File: config.mk
export PLATFORM = sky130hd
export DESIGN_NAME = shell_command_line_parser
export DESIGN_NICKNAME = d
export VERILOG_FILES = /design/src/rtl/core/sclp_pkg.sv /design/src/rtl/core/sclp_front.sv /design/src/rtl/core/sclp_queue.sv /design/src/rtl/core/sclp_back.sv /design/src/rtl/core/shell_command_line_parser.sv
export SDC_FILE = /design/constraint.sdc
export NUM_CORES = 1
export LEC_CHECK = 0
export BUFFER_PORTS_ARGS = -buffer_cell sky130_fd_sc_hd__buf_2
export CORE_ASPECT_RATIO = 1.2
export CORE_MARGIN = 1.5
export CORE_UTILIZATION = 36
export DETAILED_ROUTE_END_ITERATION = 10
export PLACE_DENSITY_LB_ADDON = 0.2
export SKIP_CTS_REPAIR_TIMING = 1
export SYNTH_ARGS = -nofsm -noshare
export SYNTH_HDL_FRONTEND = slang
export SYNTH_SLANG_ARGS = --single-unit
File: constraint.sdc
create_clock -name i_clk -period 2.4 [get_ports i_clk]
set_input_delay 0.36 -clock i_clk [delete_from_list [all_inputs] [get_ports i_clk]]
set_output_delay 0.36 -clock i_clk [all_outputs]
set_load 0.05 [all_outputs]
File: src/rtl/core/sclp_pkg.sv
// Shared types, constants and the byte classifier for the command line parser.
package sclp_pkg;

    localparam int unsigned QDEPTH = 4;
    localparam int unsigned QPTR_W = $clog2(QDEPTH);
    localparam int unsigned QCNT_W = $clog2(QDEPTH + 1);

    localparam logic [7:0] CH_EOL  = 8'h00;
    localparam logic [7:0] CH_PIPE = 8'h7C;
    localparam logic [7:0] CH_AMP  = 8'h26;
    localparam logic [7:0] CH_LT   = 8'h3C;
    localparam logic [7:0] CH_GT   = 8'h3E;

    typedef enum logic [1:0] {
        SP_PIPE,
        SP_AMP,
        SP_LT,
        SP_GT
    } t_spec;

    typedef enum logic [2:0] {
        PH_EXPECT_CMD,
        PH_IN_CMD,
        PH_NEED_IN,
        PH_NEED_OUT,
        PH_NAME_IN,
        PH_NAME_OUT,
        PH_AFTER_REDIR,
        PH_AFTER_BG
    } t_phase;

    typedef enum logic [2:0] {
        ROLE_IGNORED,
        ROLE_ARG,
        ROLE_STDIN_NAME,
        ROLE_STDOUT_NAME,
        ROLE_PIPE,
        ROLE_BACKGROUND,
        ROLE_REDIR_IN,
        ROLE_REDIR_OUT
    } t_role;

    typedef enum logic [3:0] {
        ST_OK,
        ST_OK_BG,
        ST_EMPTY,
        ST_AFTER_BG,
        ST_DUP_IN,
        ST_DUP_OUT,
        ST_BAD_NAME,
        ST_NO_NAME,
        ST_WORD_REDIR
    } t_status;

    typedef struct packed {
        logic  eol;
        logic  blank;
        logic  special;
        t_spec kind;
        logic  name_ok;
    } t_cls;

    typedef struct packed {
        logic [7:0] ch;
        t_cls       cls;
    } t_item;

    function automatic t_cls classify(input logic [7:0] ch);
        t_cls c;
        c.eol     = (ch == CH_EOL);
        c.blank   = (ch == 8'h20) || ((ch >= 8'h09) && (ch <= 8'h0D));
        c.special = (ch == CH_PIPE) || (ch == CH_AMP) || (ch == CH_LT) || (ch == CH_GT);
        if (ch == CH_PIPE) begin
            c.kind = SP_PIPE;
        end else if (ch == CH_AMP) begin
            c.kind = SP_AMP;
        end else if (ch == CH_LT) begin
            c.kind = SP_LT;
        end else begin
            c.kind = SP_GT;
        end
        c.name_ok = ((ch >= 8'h30) && (ch <= 8'h39)) || ((ch >= 8'h61) && (ch <= 8'h7A))
                 || ((ch >= 8'h41) && (ch <= 8'h5A)) || (ch == 8'h5F) || (ch == 8'h2D)
                 || (ch == 8'h2E) || (ch == 8'h2C) || (ch == 8'h2F) || (ch == 8'h7E)
                 || (ch == 8'h2B);
        return c;
    endfunction

endpackage

File: src/rtl/core/sclp_front.sv
// Front end: accepts input bytes, classifies them and hands them to the queue.
module sclp_front (
    input  logic                i_clk,
    input  logic                i_rst_n,
    input  logic                i_valid,
    input  logic [7:0]          i_ch,
    output logic                o_stall,
    input  logic                i_q_full,
    output logic                o_push,
    output sclp_pkg::t_item     o_item
);

    logic            r_valid;
    logic            n_valid;
    sclp_pkg::t_item r_item;
    logic            accept;

    assign o_stall = r_valid && i_q_full;
    assign accept  = i_valid && !o_stall;
    assign o_push  = r_valid && !i_q_full;
    assign o_item  = r_item;

    always_comb begin
        n_valid = r_valid;
        if (accept) begin
            n_valid = 1'b1;
        end else if (o_push) begin
            n_valid = 1'b0;
        end
    end

    always_ff @(posedge i_clk) begin
        if (!i_rst_n) begin
            r_valid <= 1'b0;
        end else begin
            r_valid <= n_valid;
        end
    end

    always_ff @(posedge i_clk) begin
        if (accept) begin
            r_item.ch  <= i_ch;
            r_item.cls <= sclp_pkg::classify(i_ch);
        end
    end

endmodule

File: src/rtl/core/sclp_queue.sv
// Short queue of classified bytes between the front end and the back end.
module sclp_queue (
    input  logic            i_clk,
    input  logic            i_rst_n,
    input  logic            i_push,
    input  sclp_pkg::t_item i_item,
    output logic            o_full,
    input  logic            i_pop,
    output logic            o_not_empty,
    output sclp_pkg::t_item o_item
);

    sclp_pkg::t_item                 r_mem [sclp_pkg::QDEPTH];
    logic [sclp_pkg::QPTR_W-1:0]     r_wptr;
    logic [sclp_pkg::QPTR_W-1:0]     r_rptr;
    logic [sclp_pkg::QCNT_W-1:0]     r_count;
    logic [sclp_pkg::QPTR_W-1:0]     n_wptr;
    logic [sclp_pkg::QPTR_W-1:0]     n_rptr;
    logic [sclp_pkg::QCNT_W-1:0]     n_count;

    localparam logic [sclp_pkg::QPTR_W-1:0] PTR_LAST = sclp_pkg::QPTR_W'(sclp_pkg::QDEPTH - 1);
    localparam logic [sclp_pkg::QCNT_W-1:0] CNT_FULL = sclp_pkg::QCNT_W'(sclp_pkg::QDEPTH);

    assign o_full      = (r_count == CNT_FULL);
    assign o_not_empty = (r_count != '0);
    assign o_item      = r_mem[r_rptr];

    always_comb begin
        n_wptr  = r_wptr;
        n_rptr  = r_rptr;
        n_count = r_count;
        if (i_push) begin
            n_wptr = (r_wptr == PTR_LAST) ? '0 : r_wptr + 1'b1;
        end
        if (i_pop) begin
            n_rptr = (r_rptr == PTR_LAST) ? '0 : r_rptr + 1'b1;
        end
        if (i_push && !i_pop) begin
            n_count = r_count + 1'b1;
        end else if (!i_push && i_pop) begin
            n_count = r_count - 1'b1;
        end
    end

    always_ff @(posedge i_clk) begin
        if (!i_rst_n) begin
            r_wptr  <= '0;
            r_rptr  <= '0;
            r_count <= '0;
        end else begin
            r_wptr  <= n_wptr;
            r_rptr  <= n_rptr;
            r_count <= n_count;
        end
    end

    always_ff @(posedge i_clk) begin
        if (i_push) begin
            r_mem[r_wptr] <= i_item;
        end
    end

endmodule

File: src/rtl/core/sclp_back.sv
// Back end: parser state machine and the registered result stage.
module sclp_back (
    input  logic            i_clk,
    input  logic            i_rst_n,
    input  logic            i_q_not_empty,
    input  sclp_pkg::t_item i_item,
    output logic            o_pop,
    output logic            o_valid,
    input  logic            i_stall,
    output logic [7:0]      o_byte_out,
    output logic [2:0]      o_role,
    output logic            o_token_start,
    output logic            o_new_command,
    output logic            o_line_done,
    output logic [3:0]      o_status
);

    sclp_pkg::t_phase  r_phase, n_phase;
    logic              r_inside, n_inside;
    logic              r_in_taken, n_in_taken;
    logic              r_out_taken, n_out_taken;
    sclp_pkg::t_status r_err, n_err;

    logic              r_ovalid, n_ovalid;
    logic [7:0]        r_byte;
    sclp_pkg::t_role   r_role, role;
    logic              r_tstart, tstart;
    logic              r_newcmd, newcmd;
    logic              r_done, done;
    sclp_pkg::t_status r_status, status;

    // Outcome of a special token that follows a complete program or filename.
    sclp_pkg::t_status sp_err;
    sclp_pkg::t_phase  sp_phase;
    sclp_pkg::t_role   sp_role;
    sclp_pkg::t_status err;
    sclp_pkg::t_cls    cls;

    assign o_pop   = i_q_not_empty && (!r_ovalid || !i_stall);
    assign cls     = i_item.cls;

    always_comb begin
        sp_err   = sclp_pkg::ST_OK;
        sp_phase = r_phase;
        sp_role  = sclp_pkg::ROLE_IGNORED;
        case (cls.kind)
            sclp_pkg::SP_PIPE: begin
                sp_phase = sclp_pkg::PH_EXPECT_CMD;
                sp_role  = sclp_pkg::ROLE_PIPE;
            end
            sclp_pkg::SP_AMP: begin
                sp_phase = sclp_pkg::PH_AFTER_BG;
                sp_role  = sclp_pkg::ROLE_BACKGROUND;
            end
            sclp_pkg::SP_LT: begin
                if (r_in_taken) begin
                    sp_err = sclp_pkg::ST_DUP_IN;
                end
                sp_phase = sclp_pkg::PH_NEED_IN;
                sp_role  = sclp_pkg::ROLE_REDIR_IN;
            end
            default: begin
                if (r_out_taken) begin
                    sp_err = sclp_pkg::ST_DUP_OUT;
                end
                sp_phase = sclp_pkg::PH_NEED_OUT;
                sp_role  = sclp_pkg::ROLE_REDIR_OUT;
            end
        endcase
    end

    always_comb begin
        n_phase     = r_phase;
        n_inside    = r_inside;
        n_in_taken  = r_in_taken;
        n_out_taken = r_out_taken;
        n_err       = r_err;
        role        = sclp_pkg::ROLE_IGNORED;
        tstart      = 1'b0;
        newcmd      = 1'b0;
        done        = 1'b0;
        status      = sclp_pkg::ST_OK;
        err         = sclp_pkg::ST_OK;

        if (cls.eol) begin
            done = 1'b1;
            if (r_err != sclp_pkg::ST_OK) begin
                status = r_err;
            end else if (r_phase == sclp_pkg::PH_EXPECT_CMD) begin
                status = sclp_pkg::ST_EMPTY;
            end else if (r_phase == sclp_pkg::PH_NEED_IN || r_phase == sclp_pkg::PH_NEED_OUT) begin
                status = sclp_pkg::ST_NO_NAME;
            end else if (r_phase == sclp_pkg::PH_AFTER_BG) begin
                status = sclp_pkg::ST_OK_BG;
            end
            n_phase     = sclp_pkg::PH_EXPECT_CMD;
            n_inside    = 1'b0;
            n_in_taken  = 1'b0;
            n_out_taken = 1'b0;
            n_err       = sclp_pkg::ST_OK;
        end else if (r_err == sclp_pkg::ST_OK) begin
            unique case (r_phase)
                sclp_pkg::PH_EXPECT_CMD: begin
                    if (cls.special) begin
                        err = sclp_pkg::ST_EMPTY;
                    end else if (!cls.blank) begin
                        role     = sclp_pkg::ROLE_ARG;
                        tstart   = 1'b1;
                        newcmd   = 1'b1;
                        n_inside = 1'b1;
                        n_phase  = sclp_pkg::PH_IN_CMD;
                    end
                end
                sclp_pkg::PH_IN_CMD: begin
                    if (cls.blank) begin
                        n_inside = 1'b0;
                    end else if (cls.special) begin
                        n_inside = 1'b0;
                        err      = sp_err;
                    end else begin
                        role     = sclp_pkg::ROLE_ARG;
                        tstart   = !r_inside;
                        n_inside = 1'b1;
                    end
                end
                sclp_pkg::PH_NEED_IN, sclp_pkg::PH_NEED_OUT: begin
                    if (!cls.blank) begin
                        if (cls.special || !cls.name_ok) begin
                            err = sclp_pkg::ST_BAD_NAME;
                        end else begin
                            tstart   = 1'b1;
                            n_inside = 1'b1;
                            if (r_phase == sclp_pkg::PH_NEED_IN) begin
                                role    = sclp_pkg::ROLE_STDIN_NAME;
                                n_phase = sclp_pkg::PH_NAME_IN;
                            end else begin
                                role    = sclp_pkg::ROLE_STDOUT_NAME;
                                n_phase = sclp_pkg::PH_NAME_OUT;
                            end
                        end
                    end
                end
                sclp_pkg::PH_NAME_IN, sclp_pkg::PH_NAME_OUT: begin
                    if (cls.blank) begin
                        n_inside = 1'b0;
                        n_phase  = sclp_pkg::PH_AFTER_REDIR;
                    end else if (cls.special) begin
                        n_inside = 1'b0;
                        err      = sp_err;
                    end else if (!cls.name_ok) begin
                        err = sclp_pkg::ST_BAD_NAME;
                    end else begin
                        role = (r_phase == sclp_pkg::PH_NAME_IN) ? sclp_pkg::ROLE_STDIN_NAME
                                                                 : sclp_pkg::ROLE_STDOUT_NAME;
                    end
                end
                sclp_pkg::PH_AFTER_REDIR: begin
                    if (cls.special) begin
                        n_inside = 1'b0;
                        err      = sp_err;
                    end else if (!cls.blank) begin
                        err = sclp_pkg::ST_WORD_REDIR;
                    end
                end
                sclp_pkg::PH_AFTER_BG: begin
                    if (!cls.blank) begin
                        err = sclp_pkg::ST_AFTER_BG;
                    end
                end
                default: begin
                    n_phase = r_phase;
                end
            endcase

            // A special token that was taken cleanly moves the phase on.
            if (cls.special && !cls.blank && err == sclp_pkg::ST_OK
                    && r_phase != sclp_pkg::PH_EXPECT_CMD
                    && r_phase != sclp_pkg::PH_NEED_IN
                    && r_phase != sclp_pkg::PH_NEED_OUT
                    && r_phase != sclp_pkg::PH_AFTER_BG) begin
                n_phase = sp_phase;
                role    = sp_role;
                tstart  = 1'b1;
                if (cls.kind == sclp_pkg::SP_LT) begin
                    n_in_taken = 1'b1;
                end
                if (cls.kind == sclp_pkg::SP_GT) begin
                    n_out_taken = 1'b1;
                end
            end

            if (err != sclp_pkg::ST_OK) begin
                n_err    = err;
                n_inside = 1'b0;
                role     = sclp_pkg::ROLE_IGNORED;
                tstart   = 1'b0;
                newcmd   = 1'b0;
            end
        end
    end

    always_comb begin
        n_ovalid = r_ovalid;
        if (o_pop) begin
            n_ovalid = 1'b1;
        end else if (!i_stall) begin
            n_ovalid = 1'b0;
        end
    end

    always_ff @(posedge i_clk) begin
        if (!i_rst_n) begin
            r_phase     <= sclp_pkg::PH_EXPECT_CMD;
            r_inside    <= 1'b0;
            r_in_taken  <= 1'b0;
            r_out_taken <= 1'b0;
            r_err       <= sclp_pkg::ST_OK;
            r_ovalid    <= 1'b0;
        end else begin
            r_ovalid <= n_ovalid;
            if (o_pop) begin
                r_phase     <= n_phase;
                r_inside    <= n_inside;
                r_in_taken  <= n_in_taken;
                r_out_taken <= n_out_taken;
                r_err       <= n_err;
            end
        end
    end

    always_ff @(posedge i_clk) begin
        if (o_pop) begin
            r_byte   <= i_item.ch;
            r_role   <= role;
            r_tstart <= tstart;
            r_newcmd <= newcmd;
            r_done   <= done;
            r_status <= status;
        end
    end

    assign o_valid       = r_ovalid;
    assign o_byte_out    = r_byte;
    assign o_role        = r_role;
    assign o_token_start = r_tstart;
    assign o_new_command = r_newcmd;
    assign o_line_done   = r_done;
    assign o_status      = r_status;

endmodule

File: src/rtl/core/shell_command_line_parser.sv
// Top level of the shell command line parser: front end, queue and back end.
// Each byte passes the front end register, the queue and the result register.
// Throughput: one byte per cycle while the queue is not full.
// The four-entry queue lets the input keep flowing while the output is stalled
// until it fills. Reset (synchronous, active low) empties the queue and returns
// the parser to the start of a line with no error latched.
module shell_command_line_parser (
    input  logic       i_clk,
    input  logic       i_rst_n,
    input  logic       i_valid,
    output logic       o_stall,
    input  logic [7:0] i_ch,
    output logic       o_valid,
    input  logic       i_stall,
    output logic [7:0] o_byte_out,
    output logic [2:0] o_role,
    output logic       o_token_start,
    output logic       o_new_command,
    output logic       o_line_done,
    output logic [3:0] o_status
);

    logic            q_full;
    logic            q_not_empty;
    logic            push;
    logic            pop;
    sclp_pkg::t_item front_item;
    sclp_pkg::t_item back_item;

    sclp_front u_front (
        .i_clk    (i_clk),
        .i_rst_n  (i_rst_n),
        .i_valid  (i_valid),
        .i_ch     (i_ch),
        .o_stall  (o_stall),
        .i_q_full (q_full),
        .o_push   (push),
        .o_item   (front_item)
    );

    sclp_queue u_queue (
        .i_clk       (i_clk),
        .i_rst_n     (i_rst_n),
        .i_push      (push),
        .i_item      (front_item),
        .o_full      (q_full),
        .i_pop       (pop),
        .o_not_empty (q_not_empty),
        .o_item      (back_item)
    );

    sclp_back u_back (
        .i_clk         (i_clk),
        .i_rst_n       (i_rst_n),
        .i_q_not_empty (q_not_empty),
        .i_item        (back_item),
        .o_pop         (pop),
        .o_valid       (o_valid),
        .i_stall       (i_stall),
        .o_byte_out    (o_byte_out),
        .o_role        (o_role),
        .o_token_start (o_token_start),
        .o_new_command (o_new_command),
        .o_line_done   (o_line_done),
        .o_status      (o_status)
    );

endmodule
==> results of run 1 <==
==> cell usage after synthesis, drive strengths merged, types with 7 or more instances <==
cell type	instances
clkbuf	12
and2	7
inv	8
nor3	12
nand3	9
dfxtp	21
buf	10
nor2	31
edfxtp	88
a21oi	18
nand2	30
o21ai	12
mux4	15
==> area by class of cell <==
type	instances	share of cell area (%)
tap	168	3.58
inverter	8	0.511
clock inverter	7	1.15
timing repair buffer	74	8.93
multi-input combinational	224	29.7
clock buffer	9	3.84
sequential	109	52.2
==> worst max-delay path, cell delays in order, from the launching register on <==
cell and delay (ns):
dfxtp_4 0.41, mux4_2 0.57, buf_8 0.16, and4b_1 0.24
o41ai_2 0.09, nor3_4 0.39, buf_4 0.18, o22a_1 0.11
o211ai_1 0.07
==> cell families after synthesis <==
family                   synth area share (%)
multiplexers                             8.60
AO/OA/AOI/OAI                            9.27
XOR/XNOR                                0.358
AND/OR/NAND/NOR                          14.3
flip-flops                               62.7
adder cells (fa/ha/maj)                  1.95
buffers and inverters                    2.87
==> per-layer routing <==
| layer | GRT usage (%) | wire, um |
|---|---|---|
| met1 | 18.6 | 4340 |
| met2 | 24.2 | 4900 |
| met3 | 2.68 | 289 |
| met4 | 6.65 | 171 |
| met5 | 0 | 0 |
==> how the worst min path moves through the flow <==
| stage | cells after the start | slack (ns) | start | to |
|---|---|---|---|---|
| after floorplan | 2 | 0.45 | u_back.r_out_taken | u_back.r_out_taken |
| after global placement | 2 | 0.47 | u_queue.r_rptr[1] | u_queue.r_rptr[1] |
| after detailed placement | 2 | 0.47 | u_back.r_out_taken | u_back.r_out_taken |
| after CTS | 3 | 0.24 | i_valid | u_front.r_valid |
| after global routing | 3 | 0.25 | i_valid | u_front.r_valid |
| final | 3 | 0.25 | i_valid | u_front.r_valid |
==> registers in the layout (all words and copies together) (netlist names), 2 cells and up, named ones only <==
register	flops
u_queue.r_wptr	2
u_queue.r_mem	56
u_back.r_err	4
u_back.r_phase	3
u_queue.r_count	3
u_queue.r_rptr	2
u_back.o_byte_out	8
u_back.o_role	3
u_back.o_status	4
u_front.o_item	14
==> power breakdown <==
part	internal, mW	leakage, nW	switching (mW)
Clock	0.730	0.140	0.711
Combinational	1.07	0.949	1.68
Sequential	2.43	0.981	0.155
==> per-stage QoR <==
stage | utilization, % | instances
global route | 44.4 | 599
global placement | 40.9 | 575
finish | 44.4 | 599
floorplan | - | 363
CTS | 43.1 | 591
detailed placement | 40.9 | 575
==> flow_metrics.py, run 1 <==
metrics = {
    "logic_synthesis": {
        "synth_edf_count": 88,
        "async_flop_share_pct": 0,
        "yosys_warnings": 0,
        "synth_ff_type": "edfxtp_1",
        "synth_seq_area_share_pct": 62.7,
        "ys_ff_latch": 109,
        "synth_area_per_cell_um2": 13.5,
        "synth_area_leaders": "edfxtp_1, dfxtp_1, mux4_2",
        "synth_largest_area_cell": "edfxtp_1",
        "synth_cells": 363,
        "synth.top_cell.area_share_pct": 54.1,
        "syn_area_mm2": 0.00489,
        "synth_fp_nets": 382,
        "synth_cell_types": 62,
    },
    "die": {
        "ios": 32,
        "core_area_mm2": 0.0132,
        "row_count": 46,
        "fp.dieW_um": 109,
        "die_y_um": 131,
        "initial_core_util_pct": 36.9,
        "die_area_mm2": 0.0143,
    },
    "job": {
        "drv_cap": 0,
    },
    "timing": {
        "skew_ns": 0.00953,
        "timing.final.ws_setup_ns": 0.0558,
        "slew_headroom_pct": 65.8,
        "rsz0062_at_grt": "true",
        "finalSetupViolCount": 0,
        "tns_ns": 0,
        "period_share_pct": 97.7,
        "finalHoldViolCount": 0,
        "max_freq_mhz": 427,
        "drv_slew": 0,
        "fin_hold_ws_ns": 0.252,
        "worstMarginPinSlew_ns": 0.510,
        "fin_crit_ns": 2.34,
    },
    "drt": {
        "vias": 3106,
        "drc": 0,
        "antenna_left": 0,
        "totalWireLength_um": 9700,
        "drt_iter0_drc": 132,
        "dr.pass1.iters": 4,
        "routedWlPerCell_um": 16.2,
        "viasPerCell": 5.19,
    },
    "worst_setup_path": {
        "worstPathRequired_ns": 2.63,
        "worstPathArrival_ns": 2.57,
        "worst-path-max-fanout": 8,
        "worst_r2r_path_depth": 8,
        "regToRegSetupSlack_ns": 0.06,
        "worst_r2r_endpoint": "u_back.r_phase[0]",
        "critPathLaunchType": "flip-flop",
        "end_kind": "flip-flop",
        "critPathKind": "flip-flop to flip-flop",
        "worstSetupEndpoint": "u_back.r_phase[0]",
    },
    "place": {
        "place_congestion": 0.860,
        "dp_hpwl_um": 6760,
        "portBuffers": 31,
        "place_area_mm2": 0.00542,
        "pre_cts_slack_ns": -0.232,
    },
    "power_and_ir_drop": {
        "p_leak_nw": 2.07,
        "power_mw": 6.77,
        "cellPowerDensity_mw_per_mm2": 1150,
        "peakVddDrop_v": 0.000523,
    },
    "clock_network": {
        "clk_root_buffer_cell": "clkbuf_16",
        "path_clk_slew_ns": 0.07,
        "clock_path_buffers": 2,
        "tritoncts": "yes",
        "clkSinkCount": 109,
        "worstSkewPairLatency_ns": 0.35,
        "htreeDepth": 3,
        "cts_buffers": 9,
    },
    "global_routing": {
        "grt_pass1_wl_um": 15800,
        "grt_pass1_vias": 3111,
        "grt_max_degree": 21,
        "antenna_found_initial": 0,
        "grt_usage_pct": 14.6,
        "overflow": 0,
    },
    "worst_hold_path": {
        "worstHoldPathType": "input pin to flip-flop",
    },
    "final_layout": {
        "syn_to_final_growth_pct": 20.1,
        "fin_area_mm2": 0.00587,
        "drive_gt1_share_pct": 30.4,
        "multi_input_area_mm2": 0.00175,
        "layout_common_cells": "edfxtp_1, buf_4, buf_2",
        "diodes": 0,
        "nNetsFinal": 445,
        "final_common_cell": "edfxtp_1",
        "n_fill_cell": 1219,
        "regArea_mm2": 0.00307,
    },
    "run_status": {
        "status": "complete, no violations",
    },
}
Power figures use the tool's default switching activity.
==> run 2, diff against run 1 <==
clock period = 2.15 ns   (was 2.4 ns; I/O delays follow)
==> flow_metrics.py, run 2 (synthesis gave the netlist of run 1 again) <==
metrics = {
    "drt": {
        "dr.pass1.iters": 4,
        "vias": 3206,
        "antenna_left": 0,
        "viasPerCell": 5.26,
        "routedWlPerCell_um": 16.5,
        "drt_iter0_drc": 191,
        "drc": 0,
        "totalWireLength_um": 10000,
    },
    "run_status": {
        "violations": "negative setup slack",
        "status": "complete, but fails checks",
    },
    "final_layout": {
        "final_common_cell": "edfxtp_1",
        "drive_gt1_share_pct": 34.2,
        "largest_reg_flops": 56,
        "layout_common_cells": "edfxtp_1, buf_4, buf_2",
        "top_register": "u_queue.r_mem",
        "syn_to_final_growth_pct": 22.4,
        "diodes": 0,
        "nNetsFinal": 456,
        "fin_area_mm2": 0.00598,
    },
    "clock_network": {
        "clk_root_buffer_cell": "clkbuf_16",
        "worstSkewPairLatency_ns": 0.36,
        "tritoncts": "yes",
        "clock_path_buffers": 2,
        "cts_buffers": 9,
        "clkSinkCount": 109,
        "path_clk_slew_ns": 0.07,
        "htreeDepth": 3,
    },
    "power_and_ir_drop": {
        "power_frac_comb_pct": 40.6,
        "netSwitchingFraction_pct": 37.0,
        "p_leak_nw": 2.13,
        "clockPowerShare_pct": 22.2,
        "peakVddDrop_v": 0.000642,
        "cellPowerDensity_mw_per_mm2": 1290,
        "p_sw_mw": 2.85,
        "seqPwrFrac_pct": 37.2,
        "p_int_mw": 4.86,
    },
    "place": {
        "place_area_mm2": 0.00557,
        "dp_hpwl_um": 7220,
        "portBuffers": 31,
        "pre_cts_slack_ns": -0.348,
        "place_congestion": 0.850,
    },
    "timing": {
        "finalHoldViolCount": 0,
        "fin_hold_ws_ns": 0.192,
        "slew_headroom_pct": 68.4,
        "rsz0062_at_grt": "true",
        "fin_crit_ns": 2.33,
        "drv_slew": 0,
        "skew_ns": 0.00959,
        "tns_ns": -1.71,
        "finalSetupViolCount": 14,
        "max_freq_mhz": 429,
        "timing.final.ws_setup_ns": -0.181,
        "period_share_pct": 108,
        "worstMarginPinSlew_ns": 0.469,
    },
    "global_routing": {
        "grt_pass1_wl_um": 15500,
        "overflow": 0,
        "grt_max_degree": 20,
        "grt_usage_pct": 14.7,
        "grt_pass1_vias": 3055,
        "antenna_found_initial": 0,
    },
    "worst_setup_path": {
        "critPathLaunchType": "flip-flop",
        "critPathKind": "flip-flop to flip-flop",
        "worst-path-max-fanout": 7,
        "worstPathRequired_ns": 2.40,
        "end_kind": "flip-flop",
        "worstPathArrival_ns": 2.58,
    },
    "die": {
        "core_area_mm2": 0.0132,
        "die_area_mm2": 0.0143,
        "initial_core_util_pct": 36.9,
        "row_count": 46,
        "ios": 32,
        "die_y_um": 131,
        "fp.dieW_um": 109,
    },
    "worst_hold_path": {
        "worstHoldPathType": "input pin to flip-flop",
    },
    "job": {
        "drv_cap": 0,
    },
}
[run 2: changes by cell type in the layout (fill, tap and decap cells not counted), sizes merged]
cell    before  now
clkinv       3    2
bufinv       0    1
clkbuf      10    9
inv         11   10
buf         73   85
[run 2: power by group through the flow]
stage | sequential, mW | clock [mW] | combinational (mW)
final | 2.87 | 1.71 | 3.13
after floorplan | 3.53 | 0 | 1.39
after CTS | 2.87 | 1.75 | 2.99
after global placement | 2.90 | 0 | 2.96
after detailed placement | 2.92 | 0 | 2.99
after global routing | 2.92 | 1.82 | 3.37
[run 2: layout make-up]
cell class / count / area (um^2)
clock buffers: 9 / 225
clock inverters: 6 / 82.6
fillers: 1208 / 7260
inverters: 8 / 30.0
multi-input cells: 224 / 1780
flip-flops and latches: 109 / 3070
well taps: 168 / 210
repair buffers: 85 / 584
[run 2: final timing paths]
check | startpoint | end | slack, ns | depth (start not counted)
setup / recovery | flip-flop | u_back.r_err[1] | -0.18 | 7
hold / removal | i_valid | u_front.r_valid | 0.19 | 3
hold reg to reg | u_queue.r_rptr[1] | flip-flop | 0.49 | 2
setup reg to reg | flip-flop | u_back.r_err[1] | -0.18 | 7
[run 2: worst max-delay path: stages (launching register included)]
cell and delay (ns):
dfxtp_4 0.41, mux4_2 0.56, mux2i_2 0.18, or4_4 0.43, o211ai_1 0.14, buf_4 0.18, o21ai_4 0.07, a32o_1 0.25
[run 2: through the flow]
stage	util [%]	power (mW)	instances
2_1_floorplan	-	4.92	363
3_3_place_gp	42.1	5.87	594
3_5_place_dp	42.1	5.90	594
4_1_cts	44.4	7.61	609
5_1_grt	45.2	8.11	609
6_report	45.2	7.71	609
[run 2: metal layers]
layer | up-vias | wire length (um) | global-route usage [%]
li1 | 1531 | - | -
met1 | 1569 | 4140 | 17.3
met2 | 87 | 5120 | 25.2
met3 | 19 | 423 | 3.08
met4 | 0 | 348 | 7.64
met5 | - | 0 | 0
